`src/hdl/dcsr_pkg.sv`:
```
// Shared types and constants for the dense-to-CSR encoder.
// Used by every module of the block but dcsr_desc_fifo; depends on nothing else.
`timescale 1ns / 1ps
`default_nettype none

package dcsr_pkg;

    // Defaults for the top-level parameters.
    localparam int DEF_MAX_DIM    = 4096;
    localparam int DEF_VALUE_BITS = 16;

    // Fixed field widths.
    localparam int DIM_BITS       = 13;
    localparam int THR_BITS       = 15;
    localparam int COUNT_BITS     = 25;
    localparam int CFG_INDEX_BITS = 2;
    localparam int CFG_DATA_BITS  = 15;

    // Depth of the descriptor queue between the front and back parts.
    localparam int DESC_DEPTH = 4;

    // Reset values of the configuration registers.
    localparam logic [DIM_BITS-1:0] COLUMN_COUNT_RESET   = DIM_BITS'(64);
    localparam logic [DIM_BITS-1:0] ROW_COUNT_RESET      = DIM_BITS'(64);
    localparam logic [THR_BITS-1:0] ZERO_THRESHOLD_RESET = '0;

    // Configuration register indexes.
    typedef enum logic [CFG_INDEX_BITS-1:0] {
        REG_COLUMN_COUNT   = 2'd0,
        REG_ROW_COUNT      = 2'd1,
        REG_ZERO_THRESHOLD = 2'd2
    } cfg_index_t;

    // Result kind codes.
    typedef enum logic {
        KIND_ENTRY  = 1'b0,
        KIND_OFFSET = 1'b1
    } result_kind_t;

    // Configuration in force.
    typedef struct packed {
        logic [DIM_BITS-1:0] column_count;
        logic [DIM_BITS-1:0] row_count;
        logic [THR_BITS-1:0] zero_threshold;
    } cfg_t;

    // Which results one element causes.
    typedef struct packed {
        logic has_open;
        logic has_entry;
        logic has_offset;
        logic mat_end;
    } desc_flags_t;

    localparam int FLAG_BITS = $bits(desc_flags_t);

endpackage

`default_nettype wire

```
`src/hdl/dcsr_front.sv`:
```
// Front part of the dense-to-CSR encoder: configuration registers, element
// classification and the row, column and nonzero counters. Depends on dcsr_pkg.
`timescale 1ns / 1ps
`default_nettype none

module dcsr_front #(
    parameter int MAX_DIM    = dcsr_pkg::DEF_MAX_DIM,
    parameter int VALUE_BITS = dcsr_pkg::DEF_VALUE_BITS,
    parameter int POS_BITS   = (MAX_DIM > 1) ? $clog2(MAX_DIM) : 1
) (
    input  wire                                   clk,
    input  wire                                   rst_n,
    // Configuration writes
    input  wire                                   cfg_write,
    input  wire [dcsr_pkg::CFG_INDEX_BITS-1:0]    cfg_index,
    input  wire [dcsr_pkg::CFG_DATA_BITS-1:0]     cfg_data,
    // Element transfer
    input  wire                                   in_accept,
    input  wire signed [VALUE_BITS-1:0]           element_value,
    // Descriptor towards the queue
    output logic                                  desc_push,
    output dcsr_pkg::desc_flags_t                 desc_flags,
    output logic [VALUE_BITS-1:0]                 desc_value,
    output logic [POS_BITS-1:0]                   desc_column,
    output logic [dcsr_pkg::COUNT_BITS-1:0]       desc_offset
);

    localparam int CMP_BITS = (POS_BITS + 1 > dcsr_pkg::DIM_BITS) ? POS_BITS + 1
                                                                 : dcsr_pkg::DIM_BITS;
    localparam int MAG_BITS = (VALUE_BITS > dcsr_pkg::THR_BITS) ? VALUE_BITS
                                                               : dcsr_pkg::THR_BITS;
    localparam logic [CMP_BITS-1:0] MAX_EXT = CMP_BITS'(MAX_DIM);
    localparam logic [dcsr_pkg::COUNT_BITS-1:0] COUNT_MAX = '1;

    dcsr_pkg::cfg_t                     cfg_reg;
    dcsr_pkg::cfg_t                     cfg_next;
    logic [POS_BITS-1:0]                col_pos_reg;
    logic [POS_BITS-1:0]                col_pos_next;
    logic [POS_BITS-1:0]                row_pos_reg;
    logic [POS_BITS-1:0]                row_pos_next;
    logic [dcsr_pkg::COUNT_BITS-1:0]    count_reg;
    logic [dcsr_pkg::COUNT_BITS-1:0]    count_next;

    logic [CMP_BITS-1:0]                cols_eff;
    logic [CMP_BITS-1:0]                rows_eff;
    logic [VALUE_BITS-1:0]              magnitude;
    logic                               nonzero;
    logic                               row_end;
    logic                               mat_end;
    logic                               first;
    logic [dcsr_pkg::COUNT_BITS-1:0]    count_inc;

    // Configuration register writes.
    always_comb
    begin
        cfg_next = cfg_reg;
        if (cfg_write)
        begin
            unique case (cfg_index)
                dcsr_pkg::REG_COLUMN_COUNT:
                    cfg_next.column_count = cfg_data[dcsr_pkg::DIM_BITS-1:0];
                dcsr_pkg::REG_ROW_COUNT:
                    cfg_next.row_count = cfg_data[dcsr_pkg::DIM_BITS-1:0];
                dcsr_pkg::REG_ZERO_THRESHOLD:
                    cfg_next.zero_threshold = cfg_data[dcsr_pkg::THR_BITS-1:0];
                default:
                    cfg_next = cfg_reg;
            endcase
        end
    end

    // Dimensions in force: zero acts as one, and anything above the maximum is clamped.
    always_comb
    begin
        if (cfg_reg.column_count == '0)
            cols_eff = CMP_BITS'(1);
        else if (CMP_BITS'(cfg_reg.column_count) > MAX_EXT)
            cols_eff = MAX_EXT;
        else
            cols_eff = CMP_BITS'(cfg_reg.column_count);

        if (cfg_reg.row_count == '0)
            rows_eff = CMP_BITS'(1);
        else if (CMP_BITS'(cfg_reg.row_count) > MAX_EXT)
            rows_eff = MAX_EXT;
        else
            rows_eff = CMP_BITS'(cfg_reg.row_count);
    end

    // Classification of the incoming element.
    always_comb
    begin
        magnitude = element_value[VALUE_BITS-1] ? (~element_value + VALUE_BITS'(1))
                                                : element_value;
        nonzero   = MAG_BITS'(magnitude) > MAG_BITS'(cfg_reg.zero_threshold);
        row_end   = (CMP_BITS'(col_pos_reg) + CMP_BITS'(1)) >= cols_eff;
        mat_end   = row_end && ((CMP_BITS'(row_pos_reg) + CMP_BITS'(1)) >= rows_eff);
        first     = (col_pos_reg == '0) && (row_pos_reg == '0);
        count_inc = (nonzero && (count_reg != COUNT_MAX)) ? count_reg + 1'b1 : count_reg;
    end

    // Descriptor for the back part; an element that causes no result is not queued.
    always_comb
    begin
        desc_flags.has_open   = first;
        desc_flags.has_entry  = nonzero;
        desc_flags.has_offset = row_end;
        desc_flags.mat_end    = mat_end;
        desc_value            = element_value;
        desc_column           = col_pos_reg;
        desc_offset           = count_inc;
        desc_push             = in_accept && (first || nonzero || row_end);
    end

    // Counter updates on each element transfer.
    always_comb
    begin
        col_pos_next = col_pos_reg;
        row_pos_next = row_pos_reg;
        count_next   = count_reg;
        if (in_accept)
        begin
            count_next = count_inc;
            if (row_end)
            begin
                col_pos_next = '0;
                if (mat_end)
                begin
                    row_pos_next = '0;
                    count_next   = '0;
                end
                else
                begin
                    row_pos_next = row_pos_reg + 1'b1;
                end
            end
            else
            begin
                col_pos_next = col_pos_reg + 1'b1;
            end
        end
    end

    always_ff @(posedge clk or negedge rst_n)
    begin
        if (!rst_n)
        begin
            cfg_reg.column_count   <= dcsr_pkg::COLUMN_COUNT_RESET;
            cfg_reg.row_count      <= dcsr_pkg::ROW_COUNT_RESET;
            cfg_reg.zero_threshold <= dcsr_pkg::ZERO_THRESHOLD_RESET;
            col_pos_reg            <= '0;
            row_pos_reg            <= '0;
            count_reg              <= '0;
        end
        else
        begin
            cfg_reg     <= cfg_next;
            col_pos_reg <= col_pos_next;
            row_pos_reg <= row_pos_next;
            count_reg   <= count_next;
        end
    end

endmodule

`default_nettype wire

```
`src/hdl/dcsr_desc_fifo.sv`:
```
// Short descriptor queue between the front and back parts of the encoder.
// Generic width and depth; depends on nothing else.
`timescale 1ns / 1ps
`default_nettype none

module dcsr_desc_fifo #(
    parameter int WIDTH = 8,
    parameter int DEPTH = 4
) (
    input  wire              clk,
    input  wire              rst_n,
    input  wire              wr_en,
    input  wire [WIDTH-1:0]  wr_data,
    output logic             full,
    input  wire              rd_en,
    output logic             not_empty,
    output logic [WIDTH-1:0] rd_data
);

    localparam int PTR_BITS = (DEPTH > 1) ? $clog2(DEPTH) : 1;
    localparam int CNT_BITS = $clog2(DEPTH + 1);
    localparam logic [PTR_BITS-1:0] LAST_PTR = PTR_BITS'(DEPTH - 1);

    logic [WIDTH-1:0]    slot_reg [DEPTH];
    logic [PTR_BITS-1:0] wr_ptr_reg;
    logic [PTR_BITS-1:0] wr_ptr_next;
    logic [PTR_BITS-1:0] rd_ptr_reg;
    logic [PTR_BITS-1:0] rd_ptr_next;
    logic [CNT_BITS-1:0] fill_reg;
    logic [CNT_BITS-1:0] fill_next;
    logic                do_wr;
    logic                do_rd;

    // Pointer and fill level updates.
    always_comb
    begin
        full        = fill_reg == CNT_BITS'(DEPTH);
        not_empty   = fill_reg != '0;
        do_wr       = wr_en && !full;
        do_rd       = rd_en && not_empty;
        wr_ptr_next = wr_ptr_reg;
        rd_ptr_next = rd_ptr_reg;
        fill_next   = fill_reg;
        if (do_wr)
            wr_ptr_next = (wr_ptr_reg == LAST_PTR) ? '0 : wr_ptr_reg + 1'b1;
        if (do_rd)
            rd_ptr_next = (rd_ptr_reg == LAST_PTR) ? '0 : rd_ptr_reg + 1'b1;
        if (do_wr && !do_rd)
            fill_next = fill_reg + 1'b1;
        else if (do_rd && !do_wr)
            fill_next = fill_reg - 1'b1;
        rd_data = slot_reg[rd_ptr_reg];
    end

    always_ff @(posedge clk or negedge rst_n)
    begin
        if (!rst_n)
        begin
            wr_ptr_reg <= '0;
            rd_ptr_reg <= '0;
            fill_reg   <= '0;
        end
        else
        begin
            wr_ptr_reg <= wr_ptr_next;
            rd_ptr_reg <= rd_ptr_next;
            fill_reg   <= fill_next;
        end
    end

    // Storage slots hold payload only.
    always_ff @(posedge clk)
    begin
        if (do_wr)
            slot_reg[wr_ptr_reg] <= wr_data;
    end

endmodule

`default_nettype wire

```
`src/hdl/dcsr_back.sv`:
```
// Back part of the dense-to-CSR encoder: expands each descriptor into its
// results, one a cycle into a free result register. Depends on dcsr_pkg.
`timescale 1ns / 1ps
`default_nettype none

module dcsr_back #(
    parameter int VALUE_BITS = dcsr_pkg::DEF_VALUE_BITS,
    parameter int POS_BITS   = 12
) (
    input  wire                                   clk,
    input  wire                                   rst_n,
    // Descriptor at the head of the queue
    input  wire                                   head_valid,
    input  dcsr_pkg::desc_flags_t                 head_flags,
    input  wire [VALUE_BITS-1:0]                  head_value,
    input  wire [POS_BITS-1:0]                    head_column,
    input  wire [dcsr_pkg::COUNT_BITS-1:0]        head_offset,
    output logic                                  head_pop,
    // Result side
    input  wire                                   pop,
    output logic                                  empty,
    output logic                                  result_kind,
    output logic signed [VALUE_BITS-1:0]          entry_value,
    output logic [POS_BITS-1:0]                   column_index,
    output logic [dcsr_pkg::COUNT_BITS-1:0]       row_offset,
    output logic                                  last_of_run,
    output logic                                  matrix_done
);

    // Bit order of the progress mask: opening offset, entry, closing offset.
    logic [2:0]                         done_reg;
    logic [2:0]                         done_next;
    logic [2:0]                         remaining;
    logic [2:0]                         pick;
    logic                               emit;
    logic                               is_last;

    logic                               out_valid_reg;
    logic                               out_valid_next;
    dcsr_pkg::result_kind_t             kind_reg;
    dcsr_pkg::result_kind_t             kind_next;
    logic [VALUE_BITS-1:0]              value_reg;
    logic [VALUE_BITS-1:0]              value_next;
    logic [POS_BITS-1:0]                column_reg;
    logic [POS_BITS-1:0]                column_next;
    logic [dcsr_pkg::COUNT_BITS-1:0]    offset_reg;
    logic [dcsr_pkg::COUNT_BITS-1:0]    offset_next;
    logic                               last_reg;
    logic                               last_next;
    logic                               done_flag_reg;
    logic                               done_flag_next;

    // Pick the next result of the head descriptor, in model order.
    always_comb
    begin
        remaining = {head_flags.has_offset, head_flags.has_entry, head_flags.has_open}
                    & ~done_reg;
        priority if (remaining[0])
            pick = 3'b001;
        else if (remaining[1])
            pick = 3'b010;
        else
            pick = 3'b100;
        is_last  = (remaining & ~pick) == '0;
        emit     = head_valid && (!out_valid_reg || pop);
        head_pop = emit && is_last;
    end

    // Progress through the head descriptor and the result register load.
    always_comb
    begin
        done_next      = done_reg;
        out_valid_next = out_valid_reg && !pop;
        kind_next      = kind_reg;
        value_next     = value_reg;
        column_next    = column_reg;
        offset_next    = offset_reg;
        last_next      = last_reg;
        done_flag_next = done_flag_reg;
        if (emit)
        begin
            done_next      = is_last ? '0 : (done_reg | pick);
            out_valid_next = 1'b1;
            last_next      = is_last;
            priority if (pick[0])
            begin
                kind_next      = dcsr_pkg::KIND_OFFSET;
                value_next     = '0;
                column_next    = '0;
                offset_next    = '0;
                done_flag_next = 1'b0;
            end
            else if (pick[1])
            begin
                kind_next      = dcsr_pkg::KIND_ENTRY;
                value_next     = head_value;
                column_next    = head_column;
                offset_next    = '0;
                done_flag_next = 1'b0;
            end
            else
            begin
                kind_next      = dcsr_pkg::KIND_OFFSET;
                value_next     = '0;
                column_next    = '0;
                offset_next    = head_offset;
                done_flag_next = head_flags.mat_end;
            end
        end
    end

    always_ff @(posedge clk or negedge rst_n)
    begin
        if (!rst_n)
        begin
            done_reg      <= '0;
            out_valid_reg <= 1'b0;
        end
        else
        begin
            done_reg      <= done_next;
            out_valid_reg <= out_valid_next;
        end
    end

    // Result payload holds no reset.
    always_ff @(posedge clk)
    begin
        kind_reg      <= kind_next;
        value_reg     <= value_next;
        column_reg    <= column_next;
        offset_reg    <= offset_next;
        last_reg      <= last_next;
        done_flag_reg <= done_flag_next;
    end

    assign empty        = !out_valid_reg;
    assign result_kind  = kind_reg;
    assign entry_value  = value_reg;
    assign column_index = column_reg;
    assign row_offset   = offset_reg;
    assign last_of_run  = last_reg;
    assign matrix_done  = done_flag_reg;

endmodule

`default_nettype wire

```
`src/hdl/dense_to_csr_encoder.sv`:
```
// Top level of the dense-to-CSR encoder: front part, descriptor queue and back part.
// Depends on dcsr_pkg, dcsr_front, dcsr_desc_fifo and dcsr_back.
`timescale 1ns / 1ps
`default_nettype none

// Dense elements enter in row-major order, one per cycle at most, through a
// queue-style push/full port; results leave through a pop/empty port in the
// order opening row offset, nonzero entry, closing row offset. The front part
// classifies each element and updates the counters in the cycle it is taken,
// so the input sustains one element per clock unless the queue is full. The
// back part writes one result a clock into the result register when it is
// empty or being popped; an element with no result costs it nothing, and a
// four-entry descriptor queue between the two absorbs bursts of row ends.
// When the queue and the back part are idle, the first result of an element
// is registered in a queue slot and then in the result register before it
// is on the ports. Configuration writes are always taken (cfg_ready is
// high) and must be made while the block is idle.
module dense_to_csr_encoder #(
    parameter int MAX_DIM    = dcsr_pkg::DEF_MAX_DIM,
    parameter int VALUE_BITS = dcsr_pkg::DEF_VALUE_BITS,
    parameter int POS_BITS   = (MAX_DIM > 1) ? $clog2(MAX_DIM) : 1
) (
    input  wire                                   clk,
    input  wire                                   rst_n,
    // Configuration channel
    input  wire                                   cfg_valid,
    output logic                                  cfg_ready,
    input  wire [dcsr_pkg::CFG_INDEX_BITS-1:0]    cfg_index,
    input  wire [dcsr_pkg::CFG_DATA_BITS-1:0]     cfg_data,
    // Element input
    input  wire                                   push,
    output logic                                  full,
    input  wire signed [VALUE_BITS-1:0]           element_value,
    // Result output
    input  wire                                   pop,
    output logic                                  empty,
    output logic                                  result_kind,
    output logic signed [VALUE_BITS-1:0]          entry_value,
    output logic [POS_BITS-1:0]                   column_index,
    output logic [dcsr_pkg::COUNT_BITS-1:0]       row_offset,
    output logic                                  last_of_run,
    output logic                                  matrix_done
);

    localparam int DESC_BITS = dcsr_pkg::FLAG_BITS + VALUE_BITS + POS_BITS
                               + dcsr_pkg::COUNT_BITS;

    logic                               in_accept;
    logic                               desc_push;
    dcsr_pkg::desc_flags_t              desc_flags;
    logic [VALUE_BITS-1:0]              desc_value;
    logic [POS_BITS-1:0]                desc_column;
    logic [dcsr_pkg::COUNT_BITS-1:0]    desc_offset;
    logic [DESC_BITS-1:0]               wr_word;
    logic [DESC_BITS-1:0]               rd_word;
    logic                               head_valid;
    logic                               head_pop;
    dcsr_pkg::desc_flags_t              head_flags;
    logic [VALUE_BITS-1:0]              head_value;
    logic [POS_BITS-1:0]                head_column;
    logic [dcsr_pkg::COUNT_BITS-1:0]    head_offset;

    // Handshakes.
    assign cfg_ready = 1'b1;
    assign in_accept = push && !full;

    dcsr_front #(
        .MAX_DIM    (MAX_DIM),
        .VALUE_BITS (VALUE_BITS),
        .POS_BITS   (POS_BITS)
    ) u_front (
        .clk           (clk),
        .rst_n         (rst_n),
        .cfg_write     (cfg_valid),
        .cfg_index     (cfg_index),
        .cfg_data      (cfg_data),
        .in_accept     (in_accept),
        .element_value (element_value),
        .desc_push     (desc_push),
        .desc_flags    (desc_flags),
        .desc_value    (desc_value),
        .desc_column   (desc_column),
        .desc_offset   (desc_offset)
    );

    // Descriptor packing across the queue.
    assign wr_word = {desc_flags, desc_value, desc_column, desc_offset};
    assign {head_flags, head_value, head_column, head_offset} = rd_word;

    dcsr_desc_fifo #(
        .WIDTH (DESC_BITS),
        .DEPTH (dcsr_pkg::DESC_DEPTH)
    ) u_queue (
        .clk       (clk),
        .rst_n     (rst_n),
        .wr_en     (desc_push),
        .wr_data   (wr_word),
        .full      (full),
        .rd_en     (head_pop),
        .not_empty (head_valid),
        .rd_data   (rd_word)
    );

    dcsr_back #(
        .VALUE_BITS (VALUE_BITS),
        .POS_BITS   (POS_BITS)
    ) u_back (
        .clk          (clk),
        .rst_n        (rst_n),
        .head_valid   (head_valid),
        .head_flags   (head_flags),
        .head_value   (head_value),
        .head_column  (head_column),
        .head_offset  (head_offset),
        .head_pop     (head_pop),
        .pop          (pop),
        .empty        (empty),
        .result_kind  (result_kind),
        .entry_value  (entry_value),
        .column_index (column_index),
        .row_offset   (row_offset),
        .last_of_run  (last_of_run),
        .matrix_done  (matrix_done)
    );

endmodule

`default_nettype wire
```
`config.mk`:
```
export PLATFORM = sky130hd
export DESIGN_NAME = dense_to_csr_encoder
export DESIGN_NICKNAME = d
export VERILOG_FILES = /design/src/hdl/dcsr_pkg.sv /design/src/hdl/dcsr_front.sv /design/src/hdl/dcsr_desc_fifo.sv /design/src/hdl/dcsr_back.sv /design/src/hdl/dense_to_csr_encoder.sv
export SDC_FILE = /design/constraint.sdc
export NUM_CORES = 1
export LEC_CHECK = 0
export BUFFER_PORTS_ARGS = -buffer_cell sky130_fd_sc_hd__buf_2
export CAP_MARGIN = 0
export CORE_MARGIN = 10
export CORE_UTILIZATION = 49
export CTS_CLUSTER_SIZE = 30
export DETAILED_ROUTE_END_ITERATION = 6
export MAX_ROUTING_LAYER = met4
export PLACE_DENSITY_LB_ADDON = 0.15
export SYNTH_ARGS = -nofsm -noshare
export SYNTH_HDL_FRONTEND = slang
export SYNTH_HIERARCHICAL = 1
export SYNTH_SLANG_ARGS = --single-unit
```
`constraint.sdc`:
```
create_clock -name clk -period 5.66 [get_ports clk]
set_input_delay 0.849 -clock clk [delete_from_list [all_inputs] [get_ports clk]]
set_output_delay 0.849 -clock clk [all_outputs]
set_load 0.02 [all_outputs]
```
Word level (Yosys, flattened, before mapping)
Memory sizes are Yosys's and may differ from the RTL's. Index checks and enable logic that the tools add are counted.

Flip-flop bits (word level): 157. Memory bits (writable): 228. Input port bits: 38. Output and inout bits: 59. Word-level logic and storage cells: 101. Memories kept: 1.

Memories: u_queue.slot_reg (words 4, bits a word 57, rd ports 1, clocked after memory_dff 0, wr ports 1, line dcsr_desc_fifo.sv:24) `logic [WIDTH-1:0] slot_reg [DEPTH];`.

Add/sub/neg operators: 10. Order comparisons: 5. Eq/ne operators: 6. Muxes and demuxes: 21. Bitwise gates (word level): 7. Reduce and logical (&&, ||, !) cells: 34.

Operator list (number): $mux W25 (3); $mux W13 (4); $add A12 B1 Y13 const B (2); $ge A13 B13 Y1 (2); $gt A13 B13 Y1 const B (2); $logic_not A13 Y1 (2); $add A25 B1 Y25 const B (1); $ne A25 B25 Y1 const B (1); $add A12 B1 Y12 const B (2); $logic_not A12 Y1 (2); $mux W12 (2); $add A16 B2 Y16 const B (1); $gt A16 B15 Y1 (1); $mux W16 (1); $not A16 Y16 (1); $mux W3 (5); $logic_and A1 B1 Y1 (12); $reduce_and A2 Y1 (4); $and A3 B3 Y3 (2); $eq A2 B2 Y1 const B (3); $not A3 Y3 (2); $logic_not A1 Y1 (5); $add A2 B1 Y2 const B (2); $mux W1 (4); other kinds (13) (17).

Depth between registers and ports, before layout
Word-level depth: 12. Gate-level depth with buffers: 23.

By module
The synthesis kept the hierarchy.

Modules (own cells, without submodules): dcsr_desc_fifo (instances 1, cells each 335, area an instance 8672.1 um^2, sequential area each 7021.7 um^2); dcsr_front (instances 1, cells each 728, area an instance 6525.0 um^2, sequential area each 2254.7 um^2); dcsr_back (instances 1, cells each 151, area an instance 2367.3 um^2, sequential area each 1781.7 um^2); dense_to_csr_encoder (instances 1, cells each 3, area an instance 25.0 um^2, sequential area each 0.0 um^2).

Least setup slack after synthesis
No wires, ideal clock.

Kind: input to register. Start point: input port element_value[5]. End point: memory u_queue/slot_reg[1][0] in the netlist's numbering, enable pin. Library setup time: 0.421 ns. Data arrival time: 5.667 ns. Required time: 5.239 ns. Slack: -0.428 ns. Stages: 18. Buffers on the path: 1. Cells stage by stage: or4_4 -> nor2_1 -> nand2_1 -> or4_1 -> or2_2 -> o41ai_2 -> xnor2_1 -> ha_1 -> nand3_2 -> or4_4 -> a21oi_2 -> o21ai_1 -> nand2_1 -> nor3_1 -> nor2_1 -> nor2b_1 -> buf_2 -> and2_1.

Cells in the longest elaborated chain, start to end: 10.

RTL lines: start, declared (line dense_to_csr_encoder.sv:33) `input wire signed [VALUE_BITS-1:0] element_value,`; $not A16 Y16 (line dcsr_front.sv:93) `magnitude = element_value[VALUE_BITS-1] ? (~element_value + VALUE_BITS'(1))`; $add A16 B2 Y16 (line dcsr_front.sv:93); $mux W16 * (line dcsr_front.sv:93); $gt A16 B15 Y1 * (line dcsr_front.sv:95) `nonzero = MAG_BITS'(magnitude) > MAG_BITS'(cfg_reg.zero_threshold);`; via u_front.nonzero (line dcsr_front.sv:47) `logic nonzero;`; $logic_or A1 B1 Y1 * (2 in a row) (line dcsr_front.sv:112) `desc_push = in_accept && (first || nonzero || row_end);`; $logic_and A1 B1 Y1 * (line dcsr_front.sv:112); via desc_push (line dense_to_csr_encoder.sv:49) `logic desc_push;`; $logic_and A1 B1 Y1 * (line dcsr_desc_fifo.sv:39) `do_wr = wr_en && !full;`; via u_queue.do_wr (line dcsr_desc_fifo.sv:31) `logic do_wr;`; $mux W1 * (line dcsr_desc_fifo.sv:74) `if (do_wr)`; $mux W1 (implied by the code) * (line dcsr_desc_fifo.sv:75) `slot_reg[wr_ptr_reg] <= wr_data;`; end, declared (line dcsr_desc_fifo.sv:24).

Mark *: on every way through the listed nets, which the timed path passes. The rest lies on a longest branch.

==> results.md <==
- At the end of routability-driven placement, the weighted congestion stood at 0.8638.
- The post-layout minimum cycle time is 5.294 ns.
- The first global-routing pass estimated 59880 µm of wire.
- The number of hold buffers added after cts is 0.
- The CTS tree is built.
- Buffers inserted during clock tree synthesis total 42.
- Buffers placed on the I/O ports in this run total 95.
- Summed over all failing endpoints, the final setup total negative slack is 0 ns.
- Across all layers, the routed design uses 10230 vias.
- The switching part of the total is 32.50%.
- The half-perimeter wire length of the detailed placement result is 24550 µm.
- For the worst setup path, the data arrival time is 5.71 ns.
- For this design the top-level I/O count stands at 97.
- For the pin with the worst max-slew slack, the measured transition is 1.104 ns.
- The horizontal extent of the die is 209.5 µm.
- The part of the total power dissipated in combinational logic is 29.5%.
- Yosys printed 6 warnings.
- The clock root buffer master is sky130_fd_sc_hd__clkbuf_16.
- Setup repair after global routing left no endpoint under its margin.
- Setup slack closes at 0.3660 ns.
- The later pin in the worst-skew pair is clocked with a latency of 0.54 ns.
- For this configuration, the core starts out at a cell density of 49.57%.
- The count of flip-flops with a built-in enable after synthesis is 284.
- Synthesis inferred 385 register bits.
- The final worst-path cycle share is 93.53%.
- The number of flip-flops under the largest register name is 228.
- At the end of the flow the core is filled with cells to 55.93%.
- The number of sinks on the clock net is 385.
- The final number of hold-violating endpoints came to 0.
- Across every metal layer, demand over resource in global routing totals 17.41%.
- For this run, the post-layout net count is 1397.
- The number of instances in the synthesized netlist is 1217.
- Derived from the worst setup path, the maximum achievable clock frequency is 0.1889 GHz.
- Power spread over the standard cell area amounts to 494.8 nW/µm².
- The type of destination of the critical path is a flip-flop.
- The number of buffers on the longest clock path is 3.
- Walking the worst path, the cells encountered are buf_2, or4_4, nor2_1, nand2_1, or4_1, or2_2, o41ai_2, xnor2_1, ha_1, nand3_2, or4_4, or2_1, o21ai_1, nand2_1, nor3_1, nor2_1, nor2b_1, ha_1, inv_1, fa_1, mux2_2.
- The filler cell count is 2904.
- The highest ir drop seen on vdd is 0.4111 mV.
- The proportion of synthesized chip area in sequential cells is 62.87%.
- Summed over all nets, the switching power comes to 3.191 mW.
- The die covers 43880 µm².
- The number of antenna violations at the first check in global routing is 0.
- Hold is met by 0.4139 ns.
- Clock-pin slew was measured on the worst setup and hold paths at 0.05 ns.
- The remaining antenna violation count after routing is 0.
- After detailed routing, the average wire length per cell comes to 20.56 µm.
- The relative max-transition margin is 25.74%.
- Counting cells, the worst reg-to-reg path comes to 18.
- The path class of the tightest hold or removal check is in -> async.
- The cell area after synthesis is 17590 µm².
- The clock network burns 26.8% of the power.
- The delay of the slowest critical-path stage is 0.55 ns.
- Sequential cells account for 43.7% of the total power.
- The path type of the worst setup path is in -> reg.
- Wires add up to 37010 µm.
- Clock skew on the completed layout was measured at 0.01683 ns.
- The level count of the clock H-tree is 2.
- The number of nets handed over by synthesis was 1309.
- In this run the register-to-register setup slack is 1.39 ns.
- The number of distinct library cells after synthesis is 78.
- After floorplanning, the core was sized to cover 35480 µm².
- The average cell area after synthesis is 14.45 µm².
- The post-placement setup slack is -0.1501 ns.
- The area occupied by multi-input gates is 5894 µm².
- The worst setup path is launched from a primary input.
- The number of placement rows is 69.
- The per-cell via count in the routed design is 5.683.
- The via count of the first global-routing pass came to 10550.
- The sequential cell area is 11060 µm².
- The post-route netlist has 24.20% of its cells at a drive strength greater than 1.
- 0 antenna diodes ended up in the layout.
- The number of slew-limit violations in the final report was 0.
- The height of the chip is 209.5 µm.
- The final setup violation count is 0.
- In this run the critical register-to-register path is launched from u_front/desc_column[0].
- The area added between synthesis and finish is 12.82%.
- The number of detailed-routing iterations run before antenna repair is 5.
- The iteration-0 DRC count of the detailed router is 696.
- The maximum number of pins on one net before global-route repair is 65.
- For this run, the leading register cell type out of synthesis is sky130_fd_sc_hd__edfxtp_1.
- In this run the critical register-to-register path is captured at u_queue/fill_reg[1].
- For this run, design rule violations remaining after detail routing come to 0.
- The total overflow left after global routing is 0.
- The total leakage power is 7.619 nW.
- The count of cells resized by post-cts repair is 0.
- The largest fanout on the critical path is 2.
- The tool flagged a number of max-cap violations equal to 0.
- The total internal power is 6.628 mW.
- The buffer count from post-CTS setup fixing is 0.
- For this design, the slowest cell found on the critical path is sky130_fd_sc_hd__or4_4.
- The endpoint required time on the critical path is 6.08 ns.
- The share of synthesized registers carrying an async set or reset is 26.23%.
- The flow ran to the end, and the final reports show no timing, DRC or antenna violations.
==> worst max path at each step <==
stage / startpoint / endpoint / slack (ns) / depth (start not counted)
after floorplan: element_value[5] / u_queue/fill_reg[1] / 0.03 / 21
after global placement: element_value[5] / u_queue/fill_reg[1] / -0.06 / 21
after detailed placement: element_value[5] / u_queue/fill_reg[1] / -0.15 / 21
after CTS: element_value[5] / u_queue/fill_reg[1] / 0.40 / 21
after global routing: element_value[5] / u_queue/fill_reg[1] / 0.06 / 21
final: element_value[5] / u_queue/fill_reg[1] / 0.37 / 21
==> layer usage <==
metal | global-route usage [%] | vias to the layer above | wire length, µm
li1 | - | 4789 | -
met5 | - | - | 0
met3 | 2.717 | 48 | 1624
met1 | 23.83 | 5190 | 17300
met2 | 26.95 | 202 | 17500
met4 | 4.143 | 0 | 594
==> synthesized netlist by cell type (9+ instances only) <==
master,number,area [µm²]
sky130_fd_sc_hd__buf_4,26,195.2
sky130_fd_sc_hd__xor2_1,13,113.9
sky130_fd_sc_hd__xnor2_1,41,359.1
sky130_fd_sc_hd__o31ai_1,13,97.59
sky130_fd_sc_hd__ha_1,53,663.1
sky130_fd_sc_hd__clkbuf_1,25,93.84
sky130_fd_sc_hd__inv_1,44,165.2
sky130_fd_sc_hd__dfrtp_1,99,2477
sky130_fd_sc_hd__o21ai_0,36,180.2
sky130_fd_sc_hd__nand4_1,11,68.82
sky130_fd_sc_hd__o211ai_1,13,97.59
sky130_fd_sc_hd__and3_1,68,425.4
sky130_fd_sc_hd__nand2_1,104,390.4
sky130_fd_sc_hd__nor3_1,24,120.1
sky130_fd_sc_hd__a21oi_1,17,85.08
sky130_fd_sc_hd__mux2i_1,9,90.09
sky130_fd_sc_hd__nand3_1,33,165.2
sky130_fd_sc_hd__mux2_2,46,518.0
sky130_fd_sc_hd__edfxtp_1,284,8528
sky130_fd_sc_hd__buf_2,18,90.09
sky130_fd_sc_hd__nor4_1,16,100.1
sky130_fd_sc_hd__nor2_1,39,146.4
sky130_fd_sc_hd__nand2b_1,12,75.07
sky130_fd_sc_hd__mux4_2,57,1284
==> power groups by stage <==
stage	registers, mW	logic [mW]	clock network (mW)
2_1_floorplan	4.42	1.97	0
3_3_place_gp	4.34	2.89	0
3_5_place_dp	4.36	2.93	0
4_1_cts	4.31	2.94	2.69
5_1_grt	4.38	3.21	2.82
6_report	4.29	2.90	2.63
==> layout make-up <==
| type | instances | share of cell area [%] |
|---|---|---|
| Timing Repair Buffer | 125 | 3.985 |
| Sequential cell | 385 | 55.75 |
| Clock inverter | 18 | 0.7755 |
| Tap cell | 461 | 2.907 |
| Clock buffer | 60 | 6.047 |
| Inverter | 44 | 0.8323 |
| Multi-Input combinational cell | 707 | 29.70 |
==> cells in the final DEF (no fill, tap or decap), types with 6 or more instances in the layout <==
master and instances:
sky130_fd_sc_hd__mux2_2 46, sky130_fd_sc_hd__mux4_2 57, sky130_fd_sc_hd__nor2_1 39, sky130_fd_sc_hd__and3_1 68, sky130_fd_sc_hd__mux2i_1 9, sky130_fd_sc_hd__clkbuf_8 6, sky130_fd_sc_hd__o211ai_1 13, sky130_fd_sc_hd__clkinv_1 6
sky130_fd_sc_hd__clkbuf_16 43, sky130_fd_sc_hd__o21ai_0 36, sky130_fd_sc_hd__nand3_1 33, sky130_fd_sc_hd__inv_1 44, sky130_fd_sc_hd__clkinv_2 6, sky130_fd_sc_hd__nand2b_1 12, sky130_fd_sc_hd__nor2b_1 7, sky130_fd_sc_hd__or4_1 7
sky130_fd_sc_hd__buf_12 7, sky130_fd_sc_hd__dfrtp_1 97, sky130_fd_sc_hd__nand2_1 104, sky130_fd_sc_hd__nor4_1 16, sky130_fd_sc_hd__a21oi_1 17, sky130_fd_sc_hd__xor2_1 13, sky130_fd_sc_hd__clkbuf_1 11, sky130_fd_sc_hd__nor3_1 24
sky130_fd_sc_hd__buf_4 24, sky130_fd_sc_hd__xnor2_1 41, sky130_fd_sc_hd__nand4_1 11, sky130_fd_sc_hd__edfxtp_1 284, sky130_fd_sc_hd__buf_2 94, sky130_fd_sc_hd__o31ai_1 12, sky130_fd_sc_hd__ha_1 53
==> worst max-delay path: cells and delay by family <==
family,cells,cell delay [ns]
buffers and inverters,2,0.18
AND/OR/NAND/NOR,12,2.93
AO/OA/AOI/OAI,2,0.40
multiplexers,1,0.27
adder cells (fa/ha/maj),3,0.98
XOR/XNOR,1,0.11
==> cell families (layout without fill, tap and decap cells) <==
family | after synthesis | in the layout | share of synthesized area, %
flip-flops | 385 | 385 | 62.87
AND/OR/NAND/NOR | 355 | 355 | 10.78
AO/OA/AOI/OAI | 131 | 131 | 5.285
buffers and inverters | 125 | 247 | 3.713
multiplexers | 112 | 112 | 10.76
adder cells (fa/ha/maj) | 54 | 54 | 3.884
XOR/XNOR | 54 | 54 | 2.689
other | 1 | 1 | 0.02132
==> per-stage QoR <==
stage	total power [mW]	cells	cell area [µm²]
floorplan	6.396	1217	17590
global placement	7.227	1722	18490
detailed placement	7.285	1722	18490
CTS	9.941	1800	19840
global route	10.40	1800	19840
finish	9.818	1800	19840
No activity file was read; power rests on OpenSTA's default activity.
